## src/fskpbd_pkg.sv

```systemverilog
// ---------------------------------------------------------------------------
// FSK period bit deframer package
// Widths, reset values, register indexes and shared types.
// ---------------------------------------------------------------------------
package fskpbd_pkg;

  localparam int PeriodW  = 16;
  localparam int ByteW    = 8;
  localparam int CfgIdxW  = 2;
  localparam int BitIdxW  = 4;
  localparam int QDepth   = 2;
  localparam int QPtrW    = $clog2(QDepth);
  localparam int QCntW    = $clog2(QDepth + 1);

  localparam logic [PeriodW-1:0] ShortPeriodRst = 16'd20833;
  localparam logic [PeriodW-1:0] PeriodTolRst   = 16'd12;

  // Bit positions after the start bit: data ends before parity
  localparam logic [BitIdxW-1:0] ParityIdx = 4'd9;

  localparam logic [CfgIdxW-1:0] CFG_SHORT_PERIOD = 2'd0;
  localparam logic [CfgIdxW-1:0] CFG_PERIOD_TOL   = 2'd1;

  typedef enum logic {
    ST_IDLE,
    ST_RECV
  } rx_state_t;

  // One classified tone period: vld marks presence, lvl is the bit level
  typedef struct packed {
    logic vld;
    logic lvl;
  } bit_item_t;

endpackage

```

## src/fskpbd_front.sv

```systemverilog
// ---------------------------------------------------------------------------
// FSK period bit deframer: front end
// Holds the configuration registers and turns each period into a bit.
// ---------------------------------------------------------------------------
module fskpbd_front (
  input  logic                                clk,
  input  logic                                rst_n,
  input  logic                                cfg_valid,
  output logic                                cfg_ready,
  input  logic [fskpbd_pkg::CfgIdxW-1:0]      cfg_index,
  input  logic [fskpbd_pkg::PeriodW-1:0]      cfg_data,
  input  logic                                in_valid,
  output logic                                in_ready,
  input  logic [fskpbd_pkg::PeriodW-1:0]      in_period_count,
  input  logic                                q_full,
  output fskpbd_pkg::bit_item_t               push
);
  import fskpbd_pkg::*;

  logic [PeriodW-1:0] short_period_r;
  logic [PeriodW-1:0] period_tol_r;
  logic [PeriodW:0]   limit;

  assign cfg_ready = 1'b1;

  always_ff @(posedge clk) begin
    if (!rst_n) begin
      short_period_r <= ShortPeriodRst;
      period_tol_r   <= PeriodTolRst;
    end else if (cfg_valid) begin
      case (cfg_index)
        CFG_SHORT_PERIOD: short_period_r <= cfg_data;
        CFG_PERIOD_TOL:   period_tol_r   <= cfg_data;
        default: ;
      endcase
    end
  end

  // Threshold at full width so the sum never wraps
  assign limit    = {1'b0, short_period_r} + {1'b0, period_tol_r};
  assign in_ready = !q_full;
  assign push.vld = in_valid && !q_full;
  assign push.lvl = ({1'b0, in_period_count} > limit);

endmodule

```

## src/fskpbd_queue.sv

```systemverilog
// ---------------------------------------------------------------------------
// FSK period bit deframer: bit queue
// Short FIFO of classified bits between front and back end.
// ---------------------------------------------------------------------------
module fskpbd_queue (
  input  logic                  clk,
  input  logic                  rst_n,
  input  fskpbd_pkg::bit_item_t push,
  input  logic                  pop,
  output logic                  full,
  output fskpbd_pkg::bit_item_t head
);
  import fskpbd_pkg::*;

  logic [QDepth-1:0] slot_r;
  logic [QPtrW-1:0]  wr_ptr_r, wr_ptr_nxt;
  logic [QPtrW-1:0]  rd_ptr_r, rd_ptr_nxt;
  logic [QCntW-1:0]  cnt_r, cnt_nxt;
  logic              do_pop;

  assign full     = (cnt_r == QCntW'(QDepth));
  assign head.vld = (cnt_r != '0);
  assign head.lvl = slot_r[rd_ptr_r];
  assign do_pop   = pop && head.vld;

  always_comb begin
    wr_ptr_nxt = wr_ptr_r;
    rd_ptr_nxt = rd_ptr_r;
    cnt_nxt    = cnt_r;
    if (push.vld) begin
      wr_ptr_nxt = (wr_ptr_r == QPtrW'(QDepth - 1)) ? '0 : wr_ptr_r + 1'b1;
    end
    if (do_pop) begin
      rd_ptr_nxt = (rd_ptr_r == QPtrW'(QDepth - 1)) ? '0 : rd_ptr_r + 1'b1;
    end
    case ({push.vld, do_pop})
      2'b10:   cnt_nxt = cnt_r + 1'b1;
      2'b01:   cnt_nxt = cnt_r - 1'b1;
      default: cnt_nxt = cnt_r;
    endcase
  end

  always_ff @(posedge clk) begin
    if (!rst_n) begin
      wr_ptr_r <= '0;
      rd_ptr_r <= '0;
      cnt_r    <= '0;
    end else begin
      wr_ptr_r <= wr_ptr_nxt;
      rd_ptr_r <= rd_ptr_nxt;
      cnt_r    <= cnt_nxt;
    end
  end

  always_ff @(posedge clk) begin
    if (push.vld) begin
      slot_r[wr_ptr_r] <= push.lvl;
    end
  end

endmodule

```

## src/fskpbd_back.sv

```systemverilog
// ---------------------------------------------------------------------------
// FSK period bit deframer: back end
// Frame state machine over classified bits, with the output register.
// ---------------------------------------------------------------------------
module fskpbd_back (
  input  logic                          clk,
  input  logic                          rst_n,
  input  fskpbd_pkg::bit_item_t         head,
  output logic                          pop,
  output logic                          out_valid,
  input  logic                          out_ready,
  output logic [fskpbd_pkg::ByteW-1:0]  out_received_byte
);
  import fskpbd_pkg::*;

  rx_state_t          state_r, state_nxt;
  logic [BitIdxW-1:0] bit_idx_r, bit_idx_nxt;
  logic [ByteW-1:0]   shift_r, shift_nxt;
  logic               parity_r, parity_nxt;
  logic               skip_r, skip_nxt;
  logic               out_valid_r, out_valid_nxt;
  logic [ByteW-1:0]   out_byte_r, out_byte_nxt;
  logic [BitIdxW-1:0] idx_inc;
  logic               take;

  // Advance whenever a bit waits and the output slot is free or draining
  assign take    = head.vld && (!out_valid_r || out_ready);
  assign pop     = take;
  assign idx_inc = bit_idx_r + 1'b1;

  always_comb begin
    state_nxt     = state_r;
    bit_idx_nxt   = bit_idx_r;
    shift_nxt     = shift_r;
    parity_nxt    = parity_r;
    skip_nxt      = skip_r;
    out_valid_nxt = out_valid_r && !out_ready;
    out_byte_nxt  = out_byte_r;
    if (take) begin
      case (state_r)
        ST_IDLE: begin
          // Short period opens a frame; long ones are ignored
          if (!head.lvl) begin
            state_nxt   = ST_RECV;
            bit_idx_nxt = '0;
            shift_nxt   = '0;
            parity_nxt  = 1'b1;
            skip_nxt    = 1'b1;
          end
        end
        ST_RECV: begin
          if (skip_r) begin
            skip_nxt = 1'b0;
          end else begin
            skip_nxt    = !head.lvl;
            bit_idx_nxt = idx_inc;
            if (idx_inc == ParityIdx) begin
              if (parity_r != head.lvl) begin
                state_nxt = ST_IDLE;
              end
            end else if (idx_inc > ParityIdx) begin
              // Stop bit: emit on 1, drop the frame on 0
              state_nxt = ST_IDLE;
              if (head.lvl) begin
                out_valid_nxt = 1'b1;
                out_byte_nxt  = shift_r;
              end
            end else begin
              shift_nxt  = {head.lvl, shift_r[ByteW-1:1]};
              parity_nxt = parity_r ^ head.lvl;
            end
          end
        end
        default: state_nxt = ST_IDLE;
      endcase
    end
  end

  always_ff @(posedge clk) begin
    if (!rst_n) begin
      state_r     <= ST_IDLE;
      bit_idx_r   <= '0;
      shift_r     <= '0;
      parity_r    <= 1'b1;
      skip_r      <= 1'b0;
      out_valid_r <= 1'b0;
    end else begin
      state_r     <= state_nxt;
      bit_idx_r   <= bit_idx_nxt;
      shift_r     <= shift_nxt;
      parity_r    <= parity_nxt;
      skip_r      <= skip_nxt;
      out_valid_r <= out_valid_nxt;
    end
  end

  always_ff @(posedge clk) begin
    out_byte_r <= out_byte_nxt;
  end

  assign out_valid         = out_valid_r;
  assign out_received_byte = out_byte_r;

endmodule

```

## src/fsk_period_bit_deframer_top.sv

```systemverilog
// ---------------------------------------------------------------------------
// FSK period bit deframer
// Classifies tone periods into bits and unpacks odd-parity serial frames.
// ---------------------------------------------------------------------------
//  channel | direction | handshake             | payload
//  --------+-----------+-----------------------+---------------------------
//  cfg     | in        | cfg_valid / cfg_ready | cfg_index[1:0], cfg_data
//  in      | in        | in_valid / in_ready   | in_period_count[15:0]
//  out     | out       | out_valid / out_ready | out_received_byte[7:0]
//
//  One period per cycle is accepted while the bit queue has room; the compare
//  writes the bit queue at the accepting edge, and the frame update reads it
//  from the queue head and registers out_valid once the stop period arrives.
//  The back end holds while a byte is stalled at the output; the two-entry
//  bit queue absorbs two periods meanwhile, and in_ready drops once it is full.
//  Synchronous reset restores the default threshold and returns to idle.
//  cfg_ready is always high.
// ---------------------------------------------------------------------------
module fsk_period_bit_deframer_top (
  input  logic                              clk,
  input  logic                              rst_n,
  input  logic                              cfg_valid,
  output logic                              cfg_ready,
  input  logic [fskpbd_pkg::CfgIdxW-1:0]    cfg_index,
  input  logic [fskpbd_pkg::PeriodW-1:0]    cfg_data,
  input  logic                              in_valid,
  output logic                              in_ready,
  input  logic [fskpbd_pkg::PeriodW-1:0]    in_period_count,
  output logic                              out_valid,
  input  logic                              out_ready,
  output logic [fskpbd_pkg::ByteW-1:0]      out_received_byte
);
  import fskpbd_pkg::*;

  bit_item_t push;
  bit_item_t head;
  logic      q_full;
  logic      pop;

  fskpbd_front u_front (
    .clk             (clk),
    .rst_n           (rst_n),
    .cfg_valid       (cfg_valid),
    .cfg_ready       (cfg_ready),
    .cfg_index       (cfg_index),
    .cfg_data        (cfg_data),
    .in_valid        (in_valid),
    .in_ready        (in_ready),
    .in_period_count (in_period_count),
    .q_full          (q_full),
    .push            (push)
  );

  fskpbd_queue u_queue (
    .clk   (clk),
    .rst_n (rst_n),
    .push  (push),
    .pop   (pop),
    .full  (q_full),
    .head  (head)
  );

  fskpbd_back u_back (
    .clk               (clk),
    .rst_n             (rst_n),
    .head              (head),
    .pop               (pop),
    .out_valid         (out_valid),
    .out_ready         (out_ready),
    .out_received_byte (out_received_byte)
  );

endmodule

```

## config.mk

```make
export PLATFORM = sky130hd
export DESIGN_NAME = fsk_period_bit_deframer_top
export DESIGN_NICKNAME = d
export VERILOG_FILES = /design/src/fskpbd_pkg.sv /design/src/fskpbd_front.sv /design/src/fskpbd_queue.sv /design/src/fskpbd_back.sv /design/src/fsk_period_bit_deframer_top.sv
export SDC_FILE = /design/constraint.sdc
export NUM_CORES = 1
export LEC_CHECK = 0
export BUFFER_PORTS_ARGS = -buffer_cell sky130_fd_sc_hd__clkbuf_2
export CELL_PAD_IN_SITES_DETAIL_PLACEMENT = 1
export CELL_PAD_IN_SITES_GLOBAL_PLACEMENT = 2
export CORE_MARGIN = 4
export CORE_UTILIZATION = 30
export CTS_CLUSTER_DIAMETER = 120
export DETAILED_ROUTE_END_ITERATION = 10
export MAX_ROUTING_LAYER = met4
export PLACE_DENSITY_LB_ADDON = 0.25
export SLEW_MARGIN = 0
export SYNTH_ARGS = -nofsm -noshare
export SYNTH_HDL_FRONTEND = slang
export SYNTH_SLANG_ARGS = --single-unit
export TNS_END_PERCENT = 30
```

## constraint.sdc

```tcl
create_clock -name clk -period 3.4 [get_ports clk]
set_clock_uncertainty 0.05 [all_clocks]
set_input_delay 0.34 -clock clk [delete_from_list [all_inputs] [get_ports clk]]
set_output_delay 0.34 -clock clk [all_outputs]
set_load 0.01 [all_outputs]
```

==> summary.txt, run 1 <==
Placed design
  • Port Buffer Count: 48
  • Worst slack at placement: -0.307 ns
  • Placer Congestion: 0.785
  • HPWL after detailed placement: 7030 um
  • Instance area after placement: 4010 um^2

Critical path
  • CP top delay family: compound AO/OA/AOI/OAI gates
  • CP max stage cell: fa_2
  • Buffers plus inverters on the worst setup path: 0
  • Required arrival time at the worst endpoint: 3.42 ns
  • Critical-path cell list: ha_4 -> fa_2 -> a211oi_4 -> o21ai_2 -> a221oi_2 -> o21bai_1 -> xnor2_1 -> ha_1 -> a21o_1 -> a21o_1 -> a21oi_2 -> o21ai_1 -> or3_1 -> and4_1
  • CP dominant cell by count: a21o_1
  • Critical path class: reg2reg
  • Crit Path Max Fanout: 2
  • Type of origin of the critical path: flip-flop
  • Worst EP arrival: 3.40 ns
  • Setup crit end kind: flip-flop
  • Longest individual stage delay on the worst path: 0.36 ns

Layout
  • Sequential cell area: 1350 um^2
  • Area used by multi-input combinational logic: 2210 um^2
  • Commonest non-fill, non-tap cells in the layout: 86 x nand2_1, 49 x dfxtp_1, 48 x clkbuf_2
  • Commonest non-fill, non-tap cell in the layout: nand2_1
  • Finished layout cell area: 4440 um^2
  • Fillers: 1380
  • Fraction of the core area covered by cells at the end of the flow: 38.5%
  • # nets final: 541
  • Area Growth Syn to Fin: 24.7%
  • Layout cells sized above 1: 22.6%
  • Diode insertion count for antenna repair: 0

Run status
  • Result of the run: complete, no violations

Power
  • Static Leak: 1.86 nW
  • Power density over cell area: 520 nW/um^2
  • Final Total Pwr: 2.31 mW
  • Worst-case vdd ir drop: 0.327 mV

Clock tree
  • Hold buffers post-CTS: 0
  • CTS tree: built
  • Clk sink count: 62
  • Number of levels the H-tree was split into: 3
  • Worst skew pair latency: 0.32 ns
  • Clock transition at the registers of the reported paths: 0.06 ns
  • Clock tree buffer depth: 2
  • CTS root buffer: clkbuf_16
  • Cts bufs inserted: 9

Floorplanning
  • Die outline area: 13700 um^2
  • Width of the chip: 117 um
  • Number of cell rows: 39
  • Placeable core region: 11500 um^2
  • Effective utilization at floorplan: 30.9%
  • Die Span Y: 117 um
  • Io pins: 50

Route
  • Number of vias in the routed layout: 3000
  • DRT Wirelength: 9340 um
  • First-pass iteration count of the detailed router: 4
  • Remaining design rule violation count: 0
  • Violation count after the first detailed-routing iteration: 54
  • Antenna-violating nets left: 0
  • Detailed-route vias per instance: 4.89
  • Avg WL per Cell: 15.2 um

Synthesis
  • Synth async-reset ratio: 0%
  • Fraction of the yosys area taken by sequential cells: 37.7%
  • Number of enable flip-flop cells after synthesis: 10
  • Syn_nets: 482
  • Top_reg_cell synth: dfxtp_1
  • Mapped Avg Cell Area: 8.77 um^2
  • Number of storage elements in the synthesis netlist: 62
  • Distinct cell type count of the synthesized netlist: 57
  • Synthesized cell area: 3560 um^2
  • Number of instances in the synthesized netlist: 406
  • Number of synthesis warnings: 0

Timing
  • Final setup margin: 0.0167 ns
  • Final hold vios: 0
  • Actual transition at the worst max-transition pin: 0.973 ns
  • Total negative setup slack: 0 ns
  • Final setup violation count: 0
  • Final Max Tran Viols: 0
  • Peak clock frequency supported by timing: 0.296 GHz
  • Min cycle time layout: 3.38 ns
  • Relative max-transition margin: 35.1%
  • RSZ-0062 raised after global routing: true
  • Tcrit/Tclk final: 99.5%

Global route
  • Residual overflow from global routing: 0
  • Pin count of the biggest net entering global routing: 54
  • First-pass GRT wire length: 15900 um
  • Global routing usage summed across all routing layers: 15.1%
  • Antenna violations before repair: 0
  • Via count of the first global-routing pass: 3179

Flow run
  • Count of max-cap constraint violations: 0

Hold path
  • Hold Crit Class: in2reg
[logic make-up (layout without fill, tap and decap cells)]
family	Yosys count	in the layout	share of synthesized area, %
DFF	62	62	37.7
muxes	2	2	0.598
xor gates and xnor gates	16	16	3.94
adders and majority gates	37	37	13.2
buffers and inverters	23	87	2.57
and+or+nand+nor	164	164	21.3
other	1	1	0.105
AOI/OAI and AO/OA	101	101	20.6
[state kept, by name (all words and copies together), names as in the netlist]
signal / flops
u_front.period_tol_r: 16
u_front.short_period_r: 16
u_back.out_received_byte: 8
u_back.shift_r: 8
u_back.bit_idx_r: 4
u_queue.cnt_r: 2
u_queue.slot_r: 2
u_back.out_valid: 1
u_back.parity_r: 1
u_back.skip_r: 1
u_back.state_r: 1
u_queue.rd_ptr_r: 1
u_queue.wr_ptr_r: 1
[cell type report]
class / instances / share of cell area, %
clock inverters: 7 / 2.20
repair buffers: 62 / 7.78
well taps: 143 / 4.03
multi-input cells: 321 / 49.8
clock buffers: 9 / 5.07
flip-flops and latches: 62 / 30.3
inverters: 9 / 0.761
[Yosys cell counts, types with 4 or more instances]
cell type | instances | area (um^2)
nand3_1 | 20 | 100
nand2b_1 | 4 | 25.0
a21boi_0 | 30 | 225
xnor2_1 | 8 | 70.1
nand4_1 | 4 | 25.0
and2_1 | 4 | 25.0
xor2_1 | 8 | 70.1
ha_1 | 36 | 450
a21oi_1 | 15 | 75.1
nor2_1 | 17 | 63.8
a21boi_1 | 4 | 30.0
inv_1 | 8 | 30.0
a21o_1 | 9 | 67.6
clkbuf_1 | 12 | 45.0
dfxtp_1 | 52 | 1040
nand2_1 | 86 | 323
nor2b_1 | 10 | 62.6
edfxtp_1 | 10 | 300
o21ai_0 | 11 | 55.1
[tightest hold or removal path: cells and delay by family]
kind	cells	cell delay, ns
simple gates	2	0.10
buf+inv	1	0.09
[final timing paths]
kind | depth (start not counted) | start | slack (ns) | to
worst max-delay path | 14 | u_front.period_tol_r[0] | 0.02 | u_queue.slot_r[1]
worst min-delay path | 3 | cfg_data[2] | 0.20 | u_front.period_tol_r[2]
worst max register to register | 14 | u_front.period_tol_r[0] | 0.02 | u_queue.slot_r[1]
worst min register to register | 0 | u_back.shift_r[0] | 0.39 | u_back.out_received_byte[0]
[timing repair]
action	4_1_cts	5_1_grt
setup buffers	1	2
endpoints found under the setup margin	2	2
cloned	0	0
pin swaps	10	12
gates resized for setup	11	8
[where the power goes]
part | total (mW) | internal [mW] | switching (mW)
Clock | 0.987 | 0.644 | 0.344
Combinational | 0.472 | 0.208 | 0.264
Sequential | 0.851 | 0.799 | 0.0516
[per-stage QoR]
| stage | hold WS, ns | cells |
|---|---|---|
| 2_1_floorplan | 0.358 | 406 |
| 3_3_place_gp | 0.368 | 594 |
| 3_5_place_dp | 0.375 | 594 |
| 4_1_cts | 0.192 | 611 |
| 5_1_grt | 0.215 | 613 |
| 6_report | 0.202 | 613 |
[per-layer routing]
layer | up-vias | share of wire, % | global-route usage [%] | wire (um)
met5 | - | 0 | - | 0
met4 | 0 | 0.39 | 3.90 | 36
met2 | 36 | 48 | 24.3 | 4450
li1 | 1542 | - | - | -
met1 | 1420 | 49 | 19.8 | 4590
met3 | 2 | 2.8 | 2.57 | 257
Power figures use the tool's default switching activity.
==> run 2, diff against run 1 <==
--- a/config.mk
+++ b/config.mk
@@ -13,9 +13,10 @@
 export CTS_CLUSTER_DIAMETER = 120
 export DETAILED_ROUTE_END_ITERATION = 10
 export MAX_ROUTING_LAYER = met4
-export PLACE_DENSITY_LB_ADDON = 0.25
+export PLACE_DENSITY = 0.74
 export SLEW_MARGIN = 0
 export SYNTH_ARGS = -nofsm -noshare
 export SYNTH_HDL_FRONTEND = slang
+export SYNTH_HIERARCHICAL = 1
 export SYNTH_SLANG_ARGS = --single-unit
 export TNS_END_PERCENT = 30
==> summary.txt, run 2 <==
Placed design
  • Port Buffer Count: 48 (unchanged)
  • Placer Congestion: 0.856 (+9.1%)
  • HPWL after detailed placement: 7610 um (+8.3%)
  • Worst slack at placement: -0.202 ns (+0.105 ns)
  • Placed cell count: 630 (+6.1%)

Floorplanning
  • Die Span Y: 121 um (+3.1%)
  • Placeable core region: 12200 um^2 (+6.0%)
  • Die outline area: 14500 um^2 (+6.3%)
  • Effective utilization at floorplan: 31.1% (+0.21 points)
  • Io pins: 50 (unchanged)
  • Number of cell rows: 40 (+2.6%)
  • Width of the chip: 121 um (+3.1%)

Power
  • Power density over cell area: 512 nW/um^2 (-1.6%)
  • Final Total Pwr: 2.34 mW (+1.4%)
  • Worst-case vdd ir drop: 0.184 mV (-44%)
  • Static Leak: 1.90 nW (+2.0%)

Timing
  • Tcrit/Tclk final: 95.6% (-3.9 points)
  • Final hold vios: 0 (unchanged)
  • Final Max Tran Viols: 0 (unchanged)
  • RSZ-0062 raised after global routing: true
  • Final setup margin: 0.150 ns (+0.133 ns)
  • Min cycle time layout: 3.25 ns (-0.133 ns)
  • Relative max-transition margin: 25.8% (-9.3 points)
  • Total negative setup slack: 0 ns (unchanged)
  • Actual transition at the worst max-transition pin: 1.11 ns (+0.135 ns)
  • Peak clock frequency supported by timing: 0.308 GHz (+4.1%)
  • Final setup violation count: 0 (unchanged)

Clock tree
  • Hold buffers post-CTS: 0 (unchanged)
  • Worst skew pair latency: 0.34 ns (+0.02 ns)
  • Number of levels the H-tree was split into: 3 (unchanged)
  • Clock tree buffer depth: 2 (unchanged)
  • Cts bufs inserted: 9 (unchanged)
  • CTS tree: built
  • Clk sink count: 62 (unchanged)
  • Clock transition at the registers of the reported paths: 0.05 ns (about the same)
  • CTS root buffer: clkbuf_16

Synthesis
  • Synth async-reset ratio: 0% (unchanged)
  • Number of storage elements in the synthesis netlist: 62 (unchanged)
  • Area share of the largest cell type after synthesis: 27.4% (-1.8 points)
  • Distinct cell type count of the synthesized netlist: 68 (+19%)
  • Fraction of the yosys area taken by sequential cells: 35.3% (-2.4 points)
  • Number of enable flip-flop cells after synthesis: 10 (unchanged)
  • Top_reg_cell synth: dfxtp_1
  • Mapped Avg Cell Area: 8.80 um^2 (+0.32%)
  • Syn_nets: 508 (+5.4%)
  • Number of instances in the synthesized netlist: 432 (+6.4%)
  • Number of synthesis warnings: 6 (+6)
  • Synthesized cell area: 3800 um^2 (+6.7%)
  • Most instantiated library cell after synthesis: nand2_1
  • Synth top area cells: dfxtp_1 27%, ha_1 12%, nand2_1 8.1%
  • Cell type with the largest total area after synthesis: dfxtp_1
  • Top post-synthesis cells by count: 82 x nand2_1, 52 x dfxtp_1, 36 x ha_1, 23 x a21boi_0, 23 x nand3_1

Route
  • Detailed-route vias per instance: 5.02 (+2.5%)
  • Antenna-violating nets left: 0 (unchanged)
  • Avg WL per Cell: 15.8 um (+3.6%)
  • Violation count after the first detailed-routing iteration: 150 (+180%)
  • Remaining design rule violation count: 0 (unchanged)
  • DRT Wirelength: 10200 um (+9.5%)
  • First-pass iteration count of the detailed router: 4 (unchanged)
  • Number of vias in the routed layout: 3252 (+8.4%)

Global route
  • Via count of the first global-routing pass: 3441 (+8.2%)
  • First-pass GRT wire length: 17500 um (+11%)
  • Pin count of the biggest net entering global routing: 34 (-37%)
  • Residual overflow from global routing: 0 (unchanged)
  • Antenna violations before repair: 0 (unchanged)
  • Global routing usage summed across all routing layers: 15.6% (+0.44 points)

Critical path
  • Worst EP arrival: 3.27 ns (-0.13 ns)
  • Required arrival time at the worst endpoint: 3.42 ns (about the same)
  • Setup crit end kind: flip-flop
  • Crit Path Max Fanout: 2 (unchanged)
  • Critical path class: reg2reg
  • Type of origin of the critical path: flip-flop

Layout
  • # nets final: 551 (+1.8%)
  • Commonest non-fill, non-tap cells in the layout: 82 x nand2_1, 50 x dfxtp_1, 48 x clkbuf_2
  • Diode insertion count for antenna repair: 0 (unchanged)
  • Fillers: 1474 (+6.8%)
  • Area Growth Syn to Fin: 20.4%
  • Layout cells sized above 1: 21.3% (-1.3 points)
  • Area used by multi-input combinational logic: 2350 um^2 (+6.3%)
  • Fraction of the core area covered by cells at the end of the flow: 37.5% (-1.1 points)
  • Commonest non-fill, non-tap cell in the layout: nand2_1
  • Final non-filler cell total: 648 (+5.7%)
  • Sequential cell area: 1340 um^2 (about the same)
  • Registers with the most flip-flops: u_front/period_tol_r x16, u_front/short_period_r x16

Flow run
  • Count of max-cap constraint violations: 0 (unchanged)

Hold path
  • Hold Crit Class: in2reg

Run status
  • Result of the run: complete, no violations
run 2: critical path, stage by stage, from the launching register on:
cell       delay [ns]
dfxtp_2          0.33
ha_4             0.16
fa_2             0.38
a21oi_4          0.14
nor2_2           0.06
o31ai_2          0.20
o211ai_1         0.17
o41ai_2          0.28
xor2_1           0.20
ha_1             0.26
a21o_1           0.18
a21oi_2          0.14
nor2b_1          0.15
o2111ai_1        0.12
o311a_1          0.15
run 2: final timing paths:
| check | start | endpoint | slack [ns] | cells after the start |
|---|---|---|---|---|
| setup / recovery | u_front/period_tol_r[0] | u_queue/slot_r[0] | 0.15 | 14 |
| hold / removal | cfg_data[6] | u_front/short_period_r[6] | 0.18 | 3 |
| setup reg to reg | u_front/period_tol_r[0] | u_queue/slot_r[0] | 0.15 | 14 |
| hold reg to reg | u_front/period_tol_r[6] | u_front/period_tol_r[6] | 0.42 | 2 |
run 2: cell type report:
type | count | share of cell area (%)
multi-input combinational | 333 | 51.4
clock buffer | 10 | 5.22
inverter | 14 | 1.15
timing repair buffer | 55 | 6.40
tap | 168 | 4.60
clock inverter | 6 | 1.86
sequential | 62 | 29.4
run 2: through the flow:
| step | area, um^2 | hold WS (ns) |
|---|---|---|
| after floorplan | 3800 | 0.380 |
| after detailed placement | 4180 | 0.412 |
| after global routing | 4570 | 0.199 |
| final | 4570 | 0.184 |
| after global placement | 4180 | 0.392 |
| after CTS | 4550 | 0.177 |
run 2: kinds of logic (layout without fill, tap and decap cells):
group / after synthesis / in the layout / synth area share, %
and+or+nand+nor: 163 / 163 / 21.2
muxes: 2 / 2 / 0.560
xor gates and xnor gates: 19 / 19 / 4.38
adders and majority gates: 37 / 37 / 12.4
DFF: 62 / 62 / 35.3
AOI/OAI and AO/OA: 111 / 111 / 21.8
other: 1 / 1 / 0.0987
buffers and inverters: 37 / 85 / 4.28
run 2: routing by layer:
layer  track usage [%]  wire length, um
met1              22.1             5290
met2              21.8             4320
met3              2.85              443
met4              5.95              182
met5                 -                0
run 2: repair_timing:
item | in CTS | in global routing
endpoints found under the setup margin | 2 | 2
pin swaps | 11 | 6
buffers inserted | 1 | 1
gates cloned | 0 | 0
gates resized for setup | 10 | 3
run 2: where the power goes:
| part | total [mW] | internal, mW | switching [mW] |
|---|---|---|---|
| logic | 0.494 | 0.204 | 0.290 |
| registers | 0.858 | 0.798 | 0.0603 |
| clock network | 0.990 | 0.658 | 0.332 |
| total | 2.34 | 1.66 | 0.682 |
